### src/hw/rtl/ssd_pkg.sv
// Shared constants and codes for the salted string decryptor.
// Used by ssd_gen and salted_string_decryptor; no dependencies.
package ssd_pkg;

	// result status codes
	typedef enum logic [1:0] {
		ST_DATA     = 2'd0,
		ST_OK       = 2'd1,
		ST_MISMATCH = 2'd2,
		ST_BAD      = 2'd3
	} status_t;

	// generator: x*mult+1, original variant also reduced mod 2^16-3
	localparam logic [15:0] GEN_MULT_ORIG = 16'd23311;
	localparam logic [15:0] GEN_MULT_LIC  = 16'd43313;
	localparam logic [16:0] GEN_MOD       = 17'd65533;

	// checksum covers at most this many bytes
	localparam int CHECK_LIMIT = 64;
	localparam int CNT_W       = $clog2(CHECK_LIMIT + 1);

	// register addresses (byte)
	localparam logic [2:0] ADDR_KEY     = 3'd0;
	localparam logic [2:0] ADDR_VARIANT = 3'd4;

endpackage

### src/hw/rtl/ssd_gen.sv
// Key and mask generator unit: one multiply, then in variant 0 modular fold steps.
// Depends on ssd_pkg for the multipliers and modulus.
module ssd_gen (
	input  logic        clk,
	input  logic        arst_n,
	input  logic        start,
	input  logic        variant,
	input  logic [31:0] operand,
	output logic        done,
	output logic [31:0] result
);
	import ssd_pkg::*;

	typedef enum logic [1:0] {
		G_IDLE,
		G_MUL,
		G_FOLD,
		G_FIX
	} gen_state_t;

	gen_state_t  state_q;
	logic [31:0] x_q;
	logic        v_q;
	logic [31:0] acc_q;
	logic [31:0] res_q;
	logic        done_q;

	logic [15:0] mult;
	logic [31:0] prod;
	logic [31:0] lin;
	logic [17:0] fold1;
	logic [16:0] fold2;
	logic [15:0] fixed;

	assign mult = v_q ? GEN_MULT_LIC : GEN_MULT_ORIG;
	assign prod = x_q * {16'b0, mult};
	assign lin  = prod + 32'd1;

	// 2^16 = 3 mod 65533: fold the high half in as hi*3
	assign fold1 = {2'b0, acc_q[31:16]} + {1'b0, acc_q[31:16], 1'b0} + {2'b0, acc_q[15:0]};
	assign fold2 = {15'b0, acc_q[17:16]} + {14'b0, acc_q[17:16], 1'b0} + {1'b0, acc_q[15:0]};
	assign fixed = (fold2 >= GEN_MOD) ? 16'(fold2 - GEN_MOD) : fold2[15:0];

	always_ff @(posedge clk or negedge arst_n) begin
		if (!arst_n) begin
			state_q <= G_IDLE;
			done_q  <= 1'b0;
			v_q     <= 1'b0;
		end else begin
			done_q <= 1'b0;
			case (state_q)
				G_IDLE: begin
					if (start) begin
						x_q     <= operand;
						v_q     <= variant;
						state_q <= G_MUL;
					end
				end
				G_MUL: begin
					if (v_q) begin
						res_q   <= lin;
						done_q  <= 1'b1;
						state_q <= G_IDLE;
					end else begin
						acc_q   <= lin;
						state_q <= G_FOLD;
					end
				end
				G_FOLD: begin
					acc_q   <= {14'b0, fold1};
					state_q <= G_FIX;
				end
				G_FIX: begin
					res_q   <= {16'b0, fixed};
					done_q  <= 1'b1;
					state_q <= G_IDLE;
				end
				default: state_q <= G_IDLE;
			endcase
		end
	end

	assign done   = done_q;
	assign result = res_q;

endmodule

### src/hw/rtl/salted_string_decryptor.sv
// Salted string decryptor top level: character decode, group sequencer, output register.
// Depends on ssd_pkg and ssd_gen (shared generator unit).
// A character inside a group is taken each cycle; a NUL or bad character outside a
// skipped message holds s_tready low until its status is sent; closing a group holds it
// low for generator runs (salt; check in variant 1 only; data: key, variant 1 mask, key)
// and three bytes sent. Reset clears control state; s_tready is high right after.
module salted_string_decryptor (
	input  logic        clk,
	input  logic        arst_n,
	// stream input
	input  logic        s_tvalid,
	output logic        s_tready,
	input  logic [7:0]  s_tdata,   // [7:0] symbol
	// stream output
	output logic        m_tvalid,
	input  logic        m_tready,
	output logic [7:0]  m_tdata,   // [7:0] out_byte
	output logic [1:0]  m_tuser,   // [1:0] status
	output logic        m_tlast,   // last
	// register port
	input  logic        psel,
	input  logic        penable,
	input  logic        pwrite,
	input  logic [2:0]  paddr,
	input  logic [31:0] pwdata,
	output logic [31:0] prdata,
	output logic        pready
);
	import ssd_pkg::*;

	typedef enum logic [1:0] {
		S_IDLE,
		S_GEN,
		S_EMIT
	} seq_state_t;

	typedef enum logic [1:0] {
		PH_SALT,
		PH_CHECK,
		PH_DATA,
		PH_SKIP
	} phase_t;

	typedef enum logic [2:0] {
		GS_SALT,
		GS_CHECK,
		GS_KEY1,
		GS_MASK,
		GS_KEY2
	} gen_step_t;

	function automatic logic [31:0] rot32(input logic [31:0] x, input logic [4:0] r);
		logic [63:0] d;
		d = {x, x} << r;
		return d[63:32];
	endfunction

	function automatic logic [23:0] unrot24(input logic [23:0] x, input logic [4:0] r);
		logic [4:0]  rr;
		logic [47:0] d;
		rr = (r >= 5'd24) ? (r - 5'd24) : r;
		d  = {x, x} >> rr;
		return d[23:0];
	endfunction

	seq_state_t       state_q;
	phase_t           phase_q;
	gen_step_t        step_q;
	logic [1:0]       cpos_q;
	logic [6:0]       hold_q [3];
	logic [23:0]      word_q;
	logic [31:0]      rk_q;
	logic [31:0]      mask_q;
	logic [15:0]      exp_sum_q;
	logic [7:0]       exp_par_q;
	logic [15:0]      sum_q;
	logic [7:0]       par_q;
	logic             stopped_q;
	logic [CNT_W-1:0] bc_q;
	logic [23:0]      key_q;
	logic             variant_q;
	logic             multi_q;
	logic [1:0]       idx_q;
	status_t          pstat_q;
	logic             gen_start_q;
	logic [31:0]      gen_x_q;
	logic             m_tvalid_q;
	logic [7:0]       ob_q;
	status_t          st_q;
	logic             last_q;

	logic        gen_done;
	logic [31:0] gen_res;
	logic        sym_ok;
	logic [6:0]  sixel;
	logic [24:0] grp_word;
	logic [23:0] chk_word;
	logic        sum_ok;
	logic        out_free;
	logic        emit_go;
	logic        cfg_wr;
	logic [7:0]  cur_byte;

	ssd_gen u_gen (
		.clk     (clk),
		.arst_n  (arst_n),
		.start   (gen_start_q),
		.variant (variant_q),
		.operand (gen_x_q),
		.done    (gen_done),
		.result  (gen_res)
	);

	always_comb begin
		sym_ok = (s_tdata >= 8'h30) && (s_tdata <= 8'h7a);
		if (s_tdata > 8'h60) begin
			sixel = 7'(s_tdata - 8'h3a);
		end else if (s_tdata > 8'h3d) begin
			sixel = 7'(s_tdata - 8'h34);
		end else begin
			sixel = 7'(s_tdata - 8'h30);
		end
	end

	// overlapping sixels are ORed, highest first
	assign grp_word = ({18'b0, sixel} << 18) | ({18'b0, hold_q[2]} << 12) |
	                  ({18'b0, hold_q[1]} << 6) | {18'b0, hold_q[0]};
	assign chk_word = grp_word[23:0] ^ mask_q[23:0];
	assign sum_ok   = (sum_q == exp_sum_q) && (par_q == exp_par_q);
	assign out_free = !m_tvalid_q || m_tready;
	assign emit_go  = (state_q == S_EMIT) && out_free;
	assign cfg_wr   = psel && penable && pwrite && pready;
	assign cur_byte = word_q[8*idx_q +: 8];

	always_ff @(posedge clk or negedge arst_n) begin
		if (!arst_n) begin
			state_q     <= S_IDLE;
			phase_q     <= PH_SALT;
			step_q      <= GS_SALT;
			cpos_q      <= 2'd0;
			hold_q[0]   <= 7'd0;
			hold_q[1]   <= 7'd0;
			hold_q[2]   <= 7'd0;
			rk_q        <= 32'd0;
			mask_q      <= 32'd0;
			exp_sum_q   <= 16'd0;
			exp_par_q   <= 8'd0;
			sum_q       <= 16'd0;
			par_q       <= 8'd0;
			stopped_q   <= 1'b0;
			bc_q        <= '0;
			key_q       <= 24'd0;
			variant_q   <= 1'b0;
			multi_q     <= 1'b0;
			idx_q       <= 2'd0;
			pstat_q     <= ST_BAD;
			gen_start_q <= 1'b0;
			m_tvalid_q  <= 1'b0;
		end else begin
			gen_start_q <= 1'b0;
			// hold the result until taken, load a new one when the register frees
			m_tvalid_q  <= emit_go || (m_tvalid_q && !m_tready);
			if (cfg_wr) begin
				if (paddr[2]) begin
					variant_q <= pwdata[0];
				end else begin
					key_q <= pwdata[23:0];
				end
			end
			case (state_q)
				S_IDLE: begin
					if (s_tvalid) begin
						if (s_tdata == 8'd0) begin
							if (phase_q != PH_SKIP) begin
								if (phase_q == PH_DATA && cpos_q == 2'd0) begin
									pstat_q <= sum_ok ? ST_OK : ST_MISMATCH;
								end else begin
									pstat_q <= ST_BAD;
								end
								multi_q <= 1'b0;
								state_q <= S_EMIT;
							end
							phase_q <= PH_SALT;
							cpos_q  <= 2'd0;
						end else if (phase_q != PH_SKIP) begin
							if (!sym_ok) begin
								pstat_q <= ST_BAD;
								multi_q <= 1'b0;
								phase_q <= PH_SKIP;
								cpos_q  <= 2'd0;
								state_q <= S_EMIT;
							end else if (cpos_q != 2'd3) begin
								hold_q[cpos_q] <= sixel;
								cpos_q         <= cpos_q + 2'd1;
							end else begin
								cpos_q <= 2'd0;
								case (phase_q)
									PH_SALT: begin
										gen_x_q     <= {7'b0, grp_word};
										gen_start_q <= 1'b1;
										step_q      <= GS_SALT;
										state_q     <= S_GEN;
									end
									PH_CHECK: begin
										exp_sum_q <= chk_word[23:8];
										exp_par_q <= chk_word[7:0];
										phase_q   <= PH_DATA;
										if (variant_q) begin
											gen_x_q     <= mask_q;
											gen_start_q <= 1'b1;
											step_q      <= GS_CHECK;
											state_q     <= S_GEN;
										end
									end
									default: begin
										word_q      <= grp_word[23:0];
										gen_x_q     <= rk_q;
										gen_start_q <= 1'b1;
										step_q      <= GS_KEY1;
										state_q     <= S_GEN;
									end
								endcase
							end
						end
					end
				end
				S_GEN: begin
					if (gen_done) begin
						case (step_q)
							GS_SALT: begin
								mask_q    <= gen_res;
								rk_q      <= {8'b0, key_q};
								sum_q     <= 16'd0;
								par_q     <= 8'd0;
								stopped_q <= 1'b0;
								bc_q      <= '0;
								phase_q   <= PH_CHECK;
								state_q   <= S_IDLE;
							end
							GS_CHECK: begin
								mask_q  <= gen_res;
								state_q <= S_IDLE;
							end
							GS_KEY1: begin
								rk_q        <= gen_res;
								gen_start_q <= 1'b1;
								if (!variant_q) begin
									mask_q  <= rot32(mask_q, {1'b0, gen_res[3:0]});
									gen_x_q <= gen_res;
									step_q  <= GS_KEY2;
								end else begin
									gen_x_q <= rot32(mask_q, gen_res[4:0]);
									step_q  <= GS_MASK;
								end
							end
							GS_MASK: begin
								mask_q      <= gen_res;
								gen_x_q     <= rk_q;
								gen_start_q <= 1'b1;
								step_q      <= GS_KEY2;
							end
							default: begin
								rk_q    <= gen_res;
								word_q  <= unrot24(word_q ^ mask_q[23:0], gen_res[4:0]);
								multi_q <= 1'b1;
								idx_q   <= 2'd0;
								state_q <= S_EMIT;
							end
						endcase
					end
				end
				S_EMIT: begin
					if (out_free) begin
						if (multi_q) begin
							ob_q   <= cur_byte;
							st_q   <= ST_DATA;
							last_q <= (idx_q == 2'd2);
							// stop summing at the first zero byte or at the limit
							if (!stopped_q) begin
								if (cur_byte == 8'd0 || bc_q >= CNT_W'(CHECK_LIMIT)) begin
									stopped_q <= 1'b1;
								end else begin
									sum_q <= sum_q + {8'b0, cur_byte};
									par_q <= par_q ^ cur_byte;
									bc_q  <= bc_q + 1'b1;
								end
							end
							idx_q <= idx_q + 2'd1;
							if (idx_q == 2'd2) begin
								state_q <= S_IDLE;
							end
						end else begin
							ob_q    <= 8'd0;
							st_q    <= pstat_q;
							last_q  <= 1'b1;
							state_q <= S_IDLE;
						end
					end
				end
				default: state_q <= S_IDLE;
			endcase
		end
	end

	assign s_tready = (state_q == S_IDLE);
	assign m_tvalid = m_tvalid_q;
	assign m_tdata  = ob_q;
	assign m_tuser  = st_q;
	assign m_tlast  = last_q;
	assign pready   = 1'b1;
	assign prdata   = (paddr == ADDR_VARIANT) ? {31'b0, variant_q} :
	                  (paddr == ADDR_KEY) ? {8'b0, key_q} : 32'd0;

	// generator results arrive only while the sequencer waits for them
	a_gen_done_in_gen: assert property (@(posedge clk) disable iff (!arst_n)
		gen_done |-> (state_q == S_GEN))
		else $error("generator result outside of a generator step");

	a_count_limit: assert property (@(posedge clk) disable iff (!arst_n)
		bc_q <= CNT_W'(CHECK_LIMIT))
		else $error("checked byte count past limit");

	a_third_byte_last: assert property (@(posedge clk) disable iff (!arst_n)
		(state_q == S_EMIT && out_free && multi_q && idx_q == 2'd2)
		|=> (m_tvalid && m_tlast && m_tuser == ST_DATA))
		else $error("third data byte not marked last");

	a_single_is_status: assert property (@(posedge clk) disable iff (!arst_n)
		(state_q == S_EMIT && out_free && !multi_q)
		|=> (m_tvalid && m_tlast && m_tdata == 8'd0 && m_tuser != ST_DATA))
		else $error("status result malformed");

	a_no_gen_while_emit: assert property (@(posedge clk) disable iff (!arst_n)
		(state_q == S_EMIT) |-> !gen_start_q)
		else $error("generator started during output");

endmodule

### config.mk
export PLATFORM = sky130hd
export DESIGN_NAME = salted_string_decryptor
export DESIGN_NICKNAME = d
export VERILOG_FILES = /design/src/hw/rtl/ssd_pkg.sv /design/src/hw/rtl/ssd_gen.sv /design/src/hw/rtl/salted_string_decryptor.sv
export SDC_FILE = /design/constraint.sdc
export NUM_CORES = 2
export LEC_CHECK = 0
export BUFFER_PORTS_ARGS = -buffer_cell sky130_fd_sc_hd__buf_2
export CAP_MARGIN = 30
export CORE_AREA = 5 5 253 255
export CTS_CLUSTER_DIAMETER = 80
export DETAILED_ROUTE_END_ITERATION = 6
export DIE_AREA = 0 0 258 260
export PLACE_DENSITY = 0.65
export SLEW_MARGIN = 20
export SYNTH_ARGS = -nofsm -noshare
export SYNTH_HDL_FRONTEND = slang
export SYNTH_SLANG_ARGS = --single-unit
### constraint.sdc
create_clock -name clk -period 7.15 [get_ports clk]
set_input_delay 2.145 -clock clk [delete_from_list [all_inputs] [get_ports clk]]
set_output_delay 2.145 -clock clk [all_outputs]
set_load 0.02 [all_outputs]
# Word-level counts from Yosys, hierarchy flattened
# Index checks and enable logic that the tools add are counted.
dict set report totals {
  in_bits 50
  output_inout_bits 46
  elab_cells 307
  register_bits 349
}
dict set report classes {
  bitwise 11
  n_shift 4
  n_mux 137
  n_reduce_logical 55
  multipliers 1
  eq_ne 43
  add_sub_neg 14
  n_lt_le_gt_ge 9
}
# cell count
set ops {}
lappend ops {{one-hot mux 32 bit (2 select lines)} 7}
lappend ops {{2-to-1 mux 32 bit} 11}
lappend ops {{2-to-1 mux 24 bit} 10}
lappend ops {{2-to-1 mux 16 bit} 8}
lappend ops {{2-to-1 mux 2 bit} 36}
lappend ops {{<< shifter 64 x 4 -> 64 bit} 1}
lappend ops {{<< shifter 64 x 5 -> 64 bit} 1}
lappend ops {{2-to-1 mux 7 bit} 9}
lappend ops {{2-to-1 mux 8 bit} 6}
lappend ops {{one-hot mux 24 bit (2 select lines)} 1}
lappend ops {{right shift 48 x 5 -> 24 bit} 1}
lappend ops {{XOR 24 bit} 2}
lappend ops {{adder 32 x 1 -> 32 bit, second input constant} 1}
lappend ops {{multiplier 32 x 16 -> 32 bit} 1}
lappend ops {{one-hot mux 16 bit (2 select lines)} 1}
lappend ops {{!= test 2 bit, second input constant} 15}
lappend ops {{bitwise OR 25 x 13 -> 25 bit} 1}
lappend ops {{bitwise OR 25 x 19 -> 25 bit} 1}
lappend ops {{bitwise OR 25 x 7 -> 25 bit} 1}
lappend ops {{2-to-1 mux 3 bit} 8}
lappend ops {{variable part select 24 x 6 -> 8 bit} 1}
lappend ops {{2-to-1 mux 1 bit} 23}
lappend ops {{bitwise mux 21 bit} 1}
lappend ops {{AND reduction 7 bit} 3}
lappend ops {{other kinds (63)} 124}

# Depth between registers and ports, before layout
dict set report logic_depth {
  word_depth 13
  depth_mapped 24
  depth_no_buf 23
}

# By module
# A second synthesis with hierarchy kept.
dict set report hier_totals {
  cells_unflattened 3037
  hier_area_um2 30526.8
}
# module seq_area_each_um2 cells_each n_inst area_each_um2
set modules_own_cells {}
lappend modules_own_cells {salted_string_decryptor 6568.8 1618 1 16180.5}
lappend modules_own_cells {ssd_gen 2982.9 1419 1 14346.3}

# Least setup slack after synthesis
# No wires, ideal clock.
dict set report synth_path {
  path_kind {register to register}
  startpoint {register u_gen.v_q}
  endpoint {register u_gen.acc_q[30], data pin}
  setup_time_ns 0.284
  n_path_buf 2
  synth_period_minus_slack_ns 6.296
  arrival_time_ns 6.012
  path_slack_ns 0.854
  path_stages_with_launch 23
  required_time_ns 6.866
  cell_sequence {dfrtp_1 clkbuf_1 clkbuf_1 and2_1 or2_2 ha_1 inv_1 fa_1 inv_1 fa_1 fa_1 fa_1 inv_1 fa_1 inv_1 ha_1 nand3_1 nand2_1 a221oi_1 nand2_1 a221o_1 o31ai_1 o311ai_0}
}
dict set report synth_via {
  elab_chain_len 5
}
# element line_no
set synth_rtl {}
lappend synth_rtl {{start: declaration} ssd_gen.sv:23} ;# logic v_q;
lappend synth_rtl {{start signal: assignment} ssd_gen.sv:55} ;# v_q <= variant;
lappend synth_rtl {{2-to-1 mux 16 bit} ssd_gen.sv:35} ;# assign mult = v_q ? GEN_MULT_LIC : GEN_MULT_ORIG;
lappend synth_rtl {{multiplier 32 x 16 -> 32 bit} ssd_gen.sv:36} ;# assign prod = x_q * {16'b0, mult};
lappend synth_rtl {{adder 32 x 1 -> 32 bit} ssd_gen.sv:37} ;# assign lin = prod + 32'd1;
lappend synth_rtl {{2-to-1 mux 32 bit} ssd_gen.sv:60} ;# if (v_q) begin
lappend synth_rtl {{one-hot mux 32 bit (2 select lines)} ssd_gen.sv:51} ;# case (state_q)
lappend synth_rtl {{end signal: assignment} ssd_gen.sv:65} ;# acc_q <= lin;
lappend synth_rtl {{end signal: assignment} ssd_gen.sv:70} ;# acc_q <= {14'b0, fold1};
lappend synth_rtl {{end: declaration} ssd_gen.sv:24} ;# logic [31:0] acc_q;
# No other way between the ends. The select of a mux whose other input is x is not followed.
# A chain may end at the register's enable or synchronous reset.

# Worst setup path in the final report
dict set report layout_path {
  startpoint {register u_gen.v_q}
  endpoint {register u_gen.res_q[29], in the netlist u_gen.result[29], data pin}
}
dict set report layout_via {
  elab_chain_len 5
}
# element line_no
set layout_rtl {}
lappend layout_rtl {{2-to-1 mux 16 bit} ssd_gen.sv:35}
lappend layout_rtl {{multiplier 32 x 16 -> 32 bit} ssd_gen.sv:36}
lappend layout_rtl {{adder 32 x 1 -> 32 bit} ssd_gen.sv:37}
lappend layout_rtl {{2-to-1 mux 32 bit} ssd_gen.sv:60}
lappend layout_rtl {{one-hot mux 32 bit (2 select lines)} ssd_gen.sv:51}
lappend layout_rtl {{end signal: assignment} ssd_gen.sv:61} ;# res_q <= lin;
lappend layout_rtl {{end signal: assignment} ssd_gen.sv:74} ;# res_q <= {16'b0, fixed};
lappend layout_rtl {{end: declaration} ssd_gen.sv:25} ;# logic [31:0] res_q;
# No other way between the ends. The select of a mux whose other input is x is not followed.

==> results.md <==
| Step | Quantity | This run |
| --- | --- | --- |
| critical path | Kind of cell with the highest combined delay on the critical path | adder cells |
| global routing | Number of global-route vias before repair | 23100 |
| floorplanning | Initial cell density of the core | 49.4% |
| power and ir drop | Power per standard cell area | 136 mW/mm² |
| worst hold path | Path category of the worst min-delay check | reg -> reg |
| cts | Clk slew on worst S/H paths | 60 ps |
| critical path | Crit Reg-Reg Startpoint | u_gen.v_q |
| cts | CTS Root Cell | sky130_fd_sc_hd__clkbuf_16 |
| global routing | Largest net degree at the start of global routing | 99 |
| timing | Transition time at the pin with the least slew margin | 966 ps |
| power and ir drop | Proportion of power drawn by combinational gates | 6.2% |
| critical path | Kind of end point of the critical path | flop |
| floorplanning | Io pins | 96 |
| critical path | Worst-path maximum fanout | 19 |
| synthesis | Number of unique standard cell types used by synthesis | 77 |
| global routing | Global-route usage over all layers | 26.0% |
| critical path | Critical Path RT | 7410 ps |
| cts | Number of post-CTS setup repair buffers | 0 |
| global routing | Final global-route overflow total | 0 |
| floorplanning | Full die area | 0.0671 mm² |
| synthesis | EDFF count, synth | 163 |
| detailed routing | Initial detailed-routing violation count | 2278 |
| final layout | Area growth from synthesis to final layout | 8.19% |
| floorplanning | Die Span Y | 260 µm |
| synthesis | Top cell type's share of synthesized area | 16.1% |
| synthesis | Cell area after technology mapping | 0.0303 mm² |
| cts | Gates resized, CTS repair | 1 |
| final layout | Share of the core filled with cells in the final layout | 53.4% |
| final layout | Fraction of layout cells with a size suffix above 1 | 12.1% |
| timing | Clock period minus worst slack | 6780 ps |
| synthesis | Leading cell types by total area after synthesis | sky130_fd_sc_hd__edfxtp_1, sky130_fd_sc_hd__fa_1, sky130_fd_sc_hd__dfrtp_1 |
| final layout | Number of cells in the finished layout apart from fillers | 3952 |
| synthesis | Yosys warnings | 0 |
| critical path | Crit Path Class | reg -> reg |
| worst hold path | Hold Startpoint | gen_x_q[8] |
| timing | Max-slew violation count | 0 |
| cts | Sinks on Clock Net | 349 |
| place | Half-perimeter wire length of the detailed placement result | 67700 µm |
| power and ir drop | Leakage dissipation | 14.9 nW |
| timing | Unrepaired setup endpoints after global routing | no |
| detailed routing | Via count | 22900 |
| detailed routing | DRC viols | 0 |
| power and ir drop | Seq pwr share | 48.6% |
| detailed routing | Average wire length per cell after detail routing | 22.1 µm |
| final layout | Number of nets in the finished design | 3584 |
| final layout | Diodes inserted | 0 |
| synthesis | Post-Synthesis Cells | 3124 |
| power and ir drop | Share of total power in the clock network | 45.2% |
| timing | Number of setup violations in the final report | 0 |
| place | Number of buffers inserted by port buffering | 78 |
| flow run | Max Cap Violations | 0 |
| critical path | Worst-path cell chain | buf_4 > nor2b_2 > ha_1 > inv_1 > fa_1 > fa_1 > inv_1 > fa_1 > fa_1 > inv_1 > fa_1 > inv_1 > ha_1 > a21oi_1 > o21ai_0 > a22oi_1 > nand2_1 > a221oi_1 > buf_4 > a21oi_1 > xnor2_1 > nor2_1 |
| synthesis | Async S/R FF share, synth | 53.3% |
| synthesis | Share of the yosys chip area belonging to registers | 31.5% |
| timing | Post-route worst hold slack | 418 ps |
| detailed routing | Antenna violation net count after detailed routing | 0 |
| global routing | Global-route wire length before repair | 136000 µm |
| cts | Number of buffers inserted for hold repair after clock tree synthesis | 0 |
| floorplanning | CORE AREA | 0.0614 mm² |
| critical path | Delay of the slowest cell on the worst path | 580 ps |
| cts | Clock tree from TritonCTS | built |
| detailed routing | Number of vias per cell after detailed routing | 5.80 |
| floorplanning | Number of placement rows | 91 |
| status | Result of the run | finished, final reports clean |
| cts | Clock tree buffer depth | 3 |
| cts | Number of buffers inserted during clock tree synthesis | 38 |
| cts | Number of H-tree levels | 2 |
| floorplanning | DIE WIDTH | 258 µm |
| place | Place WS | -38.9 ps |
| power and ir drop | NetSw | 1.07 mW |
| critical path | Worst R2R Setup Slack | 370 ps |
| critical path | Most frequent cell on the critical path | sky130_fd_sc_hd__fa_1 |
| detailed routing | TritonRoute pass-1 iters | 6 |
| critical path | Worst setup startpoint | u_gen.v_q |
| cts | Clk Latency, worst-skew pair | 530 ps |
| critical path | Signal arrival time at the worst endpoint | 7040 ps |
| power and ir drop | Max rail drop VDD | 180 µV |
| synthesis | Dominant register cell in the synthesized netlist | sky130_fd_sc_hd__dfrtp_1 |
| synthesis | Biggest area consumer among synthesized cells | sky130_fd_sc_hd__edfxtp_1 |
| critical path | Kind of launch point of the worst setup path | flop |
| timing | Final worst path period share | 94.9% |
| detailed routing | Total wire length | 87400 µm |
| power and ir drop | Cell-internal power | 3.38 mW |
| final layout | Layout fillers | 5530 |
| timing | Smallest setup slack after layout | 366 ps |
| synthesis | Synthesized flop and latch total | 349 |
| timing | Relative slew slack | 35.6% |
| synthesis | Avg Cell Area, Syn | 9.70 µm² |
| place | GPL Wtd Cong | 0.965 |
| global routing | Initial antenna violation count | 1 |
| power and ir drop | Net switching share of the total power | 24.0% |
| timing | Max Clk Rate | 147 MHz |
| timing | Final hold violation count | 0 |
| critical path | Number of buffer and inverter instances along the worst setup path | 6 |
| place | Cell count after placement | 3883 |
| timing | Post-route setup TNS | 0 ps |
| timing | Worst clock skew | 14.6 ps |
| critical path | Cell with the largest stage delay on the worst path | sky130_fd_sc_hd__dfrtp_2 |
-- state kept, by name (all words and copies together), names as in the netlist, 3 cells and up, named ones only --
register and cells:
u_gen.result 32, step_q 3, sum_q 16, m_tdata 8, u_gen.x_q 32, mask_q 32
u_gen.acc_q 32, bc_q 7, key_q 24, exp_par_q 8, hold_q 21, par_q 8
word_q 24, gen_x_q 32, rk_q 32, exp_sum_q 16
-- layer usage --
metal  GRT usage, %  vias up  part of all wire [%]
met5              0        -                     0
met4           9.42        0                   4.2
met3           3.94      177                   7.1
met2           40.7      913                    45
met1           37.1    11300                    43
li1               -    10500                     -
-- path summary, 6_finish.rpt --
kind / cells after the start / endpoint
max: 22 / u_gen.result[29]
min: 0 / u_gen.x_q[8]
max reg2reg: 22 / u_gen.result[29]
min reg2reg: 0 / u_gen.x_q[8]
max in group asynchronous: 2 / key_q[17]
min in group asynchronous: 1 / cpos_q[0]
-- cell usage after synthesis (all sizes together) (76+ instances only) --
library cell	n
a21oi	135
xor2	81
o21ai	233
xnor2	85
nand2	309
clkbuf	112
dfrtp	184
edfxtp	163
mux2i	76
inv	417
ha	165
nor2	226
fa	236
mux2	84
and2	78
-- per-stage QoR --
stage,cell area [µm²],power [mW]
3_5_place_dp,31500,2.47
5_1_grt,32800,4.58
3_3_place_gp,31500,2.46
6_report,32800,4.45
4_1_cts,32800,4.47
2_1_floorplan,30300,2.34
-- layout make-up --
cell class	instances	area [µm²]	area share, %
tap	790	988	3.01
inverter	417	1570	4.77
clock inverter	21	213	0.649
clock buffer	48	1040	3.17
sequential	349	9550	29.1
timing repair buffer	140	893	2.72
multi-input combinational	2187	18500	56.5
-- layout by cell type (no fill, tap or decap), drive strengths merged, types with 35 or more instances in the layout --
cell type  Yosys  routed
inv          417     420
nand2        309     309
fa           236     236
o21ai        233     233
nor2         226     226
dfrtp        184     184
ha           165     165
edfxtp       163     163
buf           67     139
a21oi        135     135
xnor2         85      85
mux2          84      84
xor2          81      81
and2          78      78
mux2i         76      76
mux4          56      56
clkbuf       112      49
a31oi         42      42
nor3          35      35
-- cells by family after synthesis --
family,synth area share (%)
mux,9.79
buf+inv,7.57
simple gates,12.1
xor+xnor,4.80
fa+ha+maj,22.4
flops,31.5
other cells,0.0248
compound gates,11.8
-- power by group through the flow --
stage | Clock, mW | Combinational (mW) | Sequential [mW]
5_1_grt | 2.12 | 0.299 | 2.16
6_report | 2.01 | 0.275 | 2.16
3_5_place_dp | 0 | 0.271 | 2.20
2_1_floorplan | 0 | 0.158 | 2.18
3_3_place_gp | 0 | 0.264 | 2.20
4_1_cts | 2.04 | 0.273 | 2.16
Power figures use the tool's default switching activity.
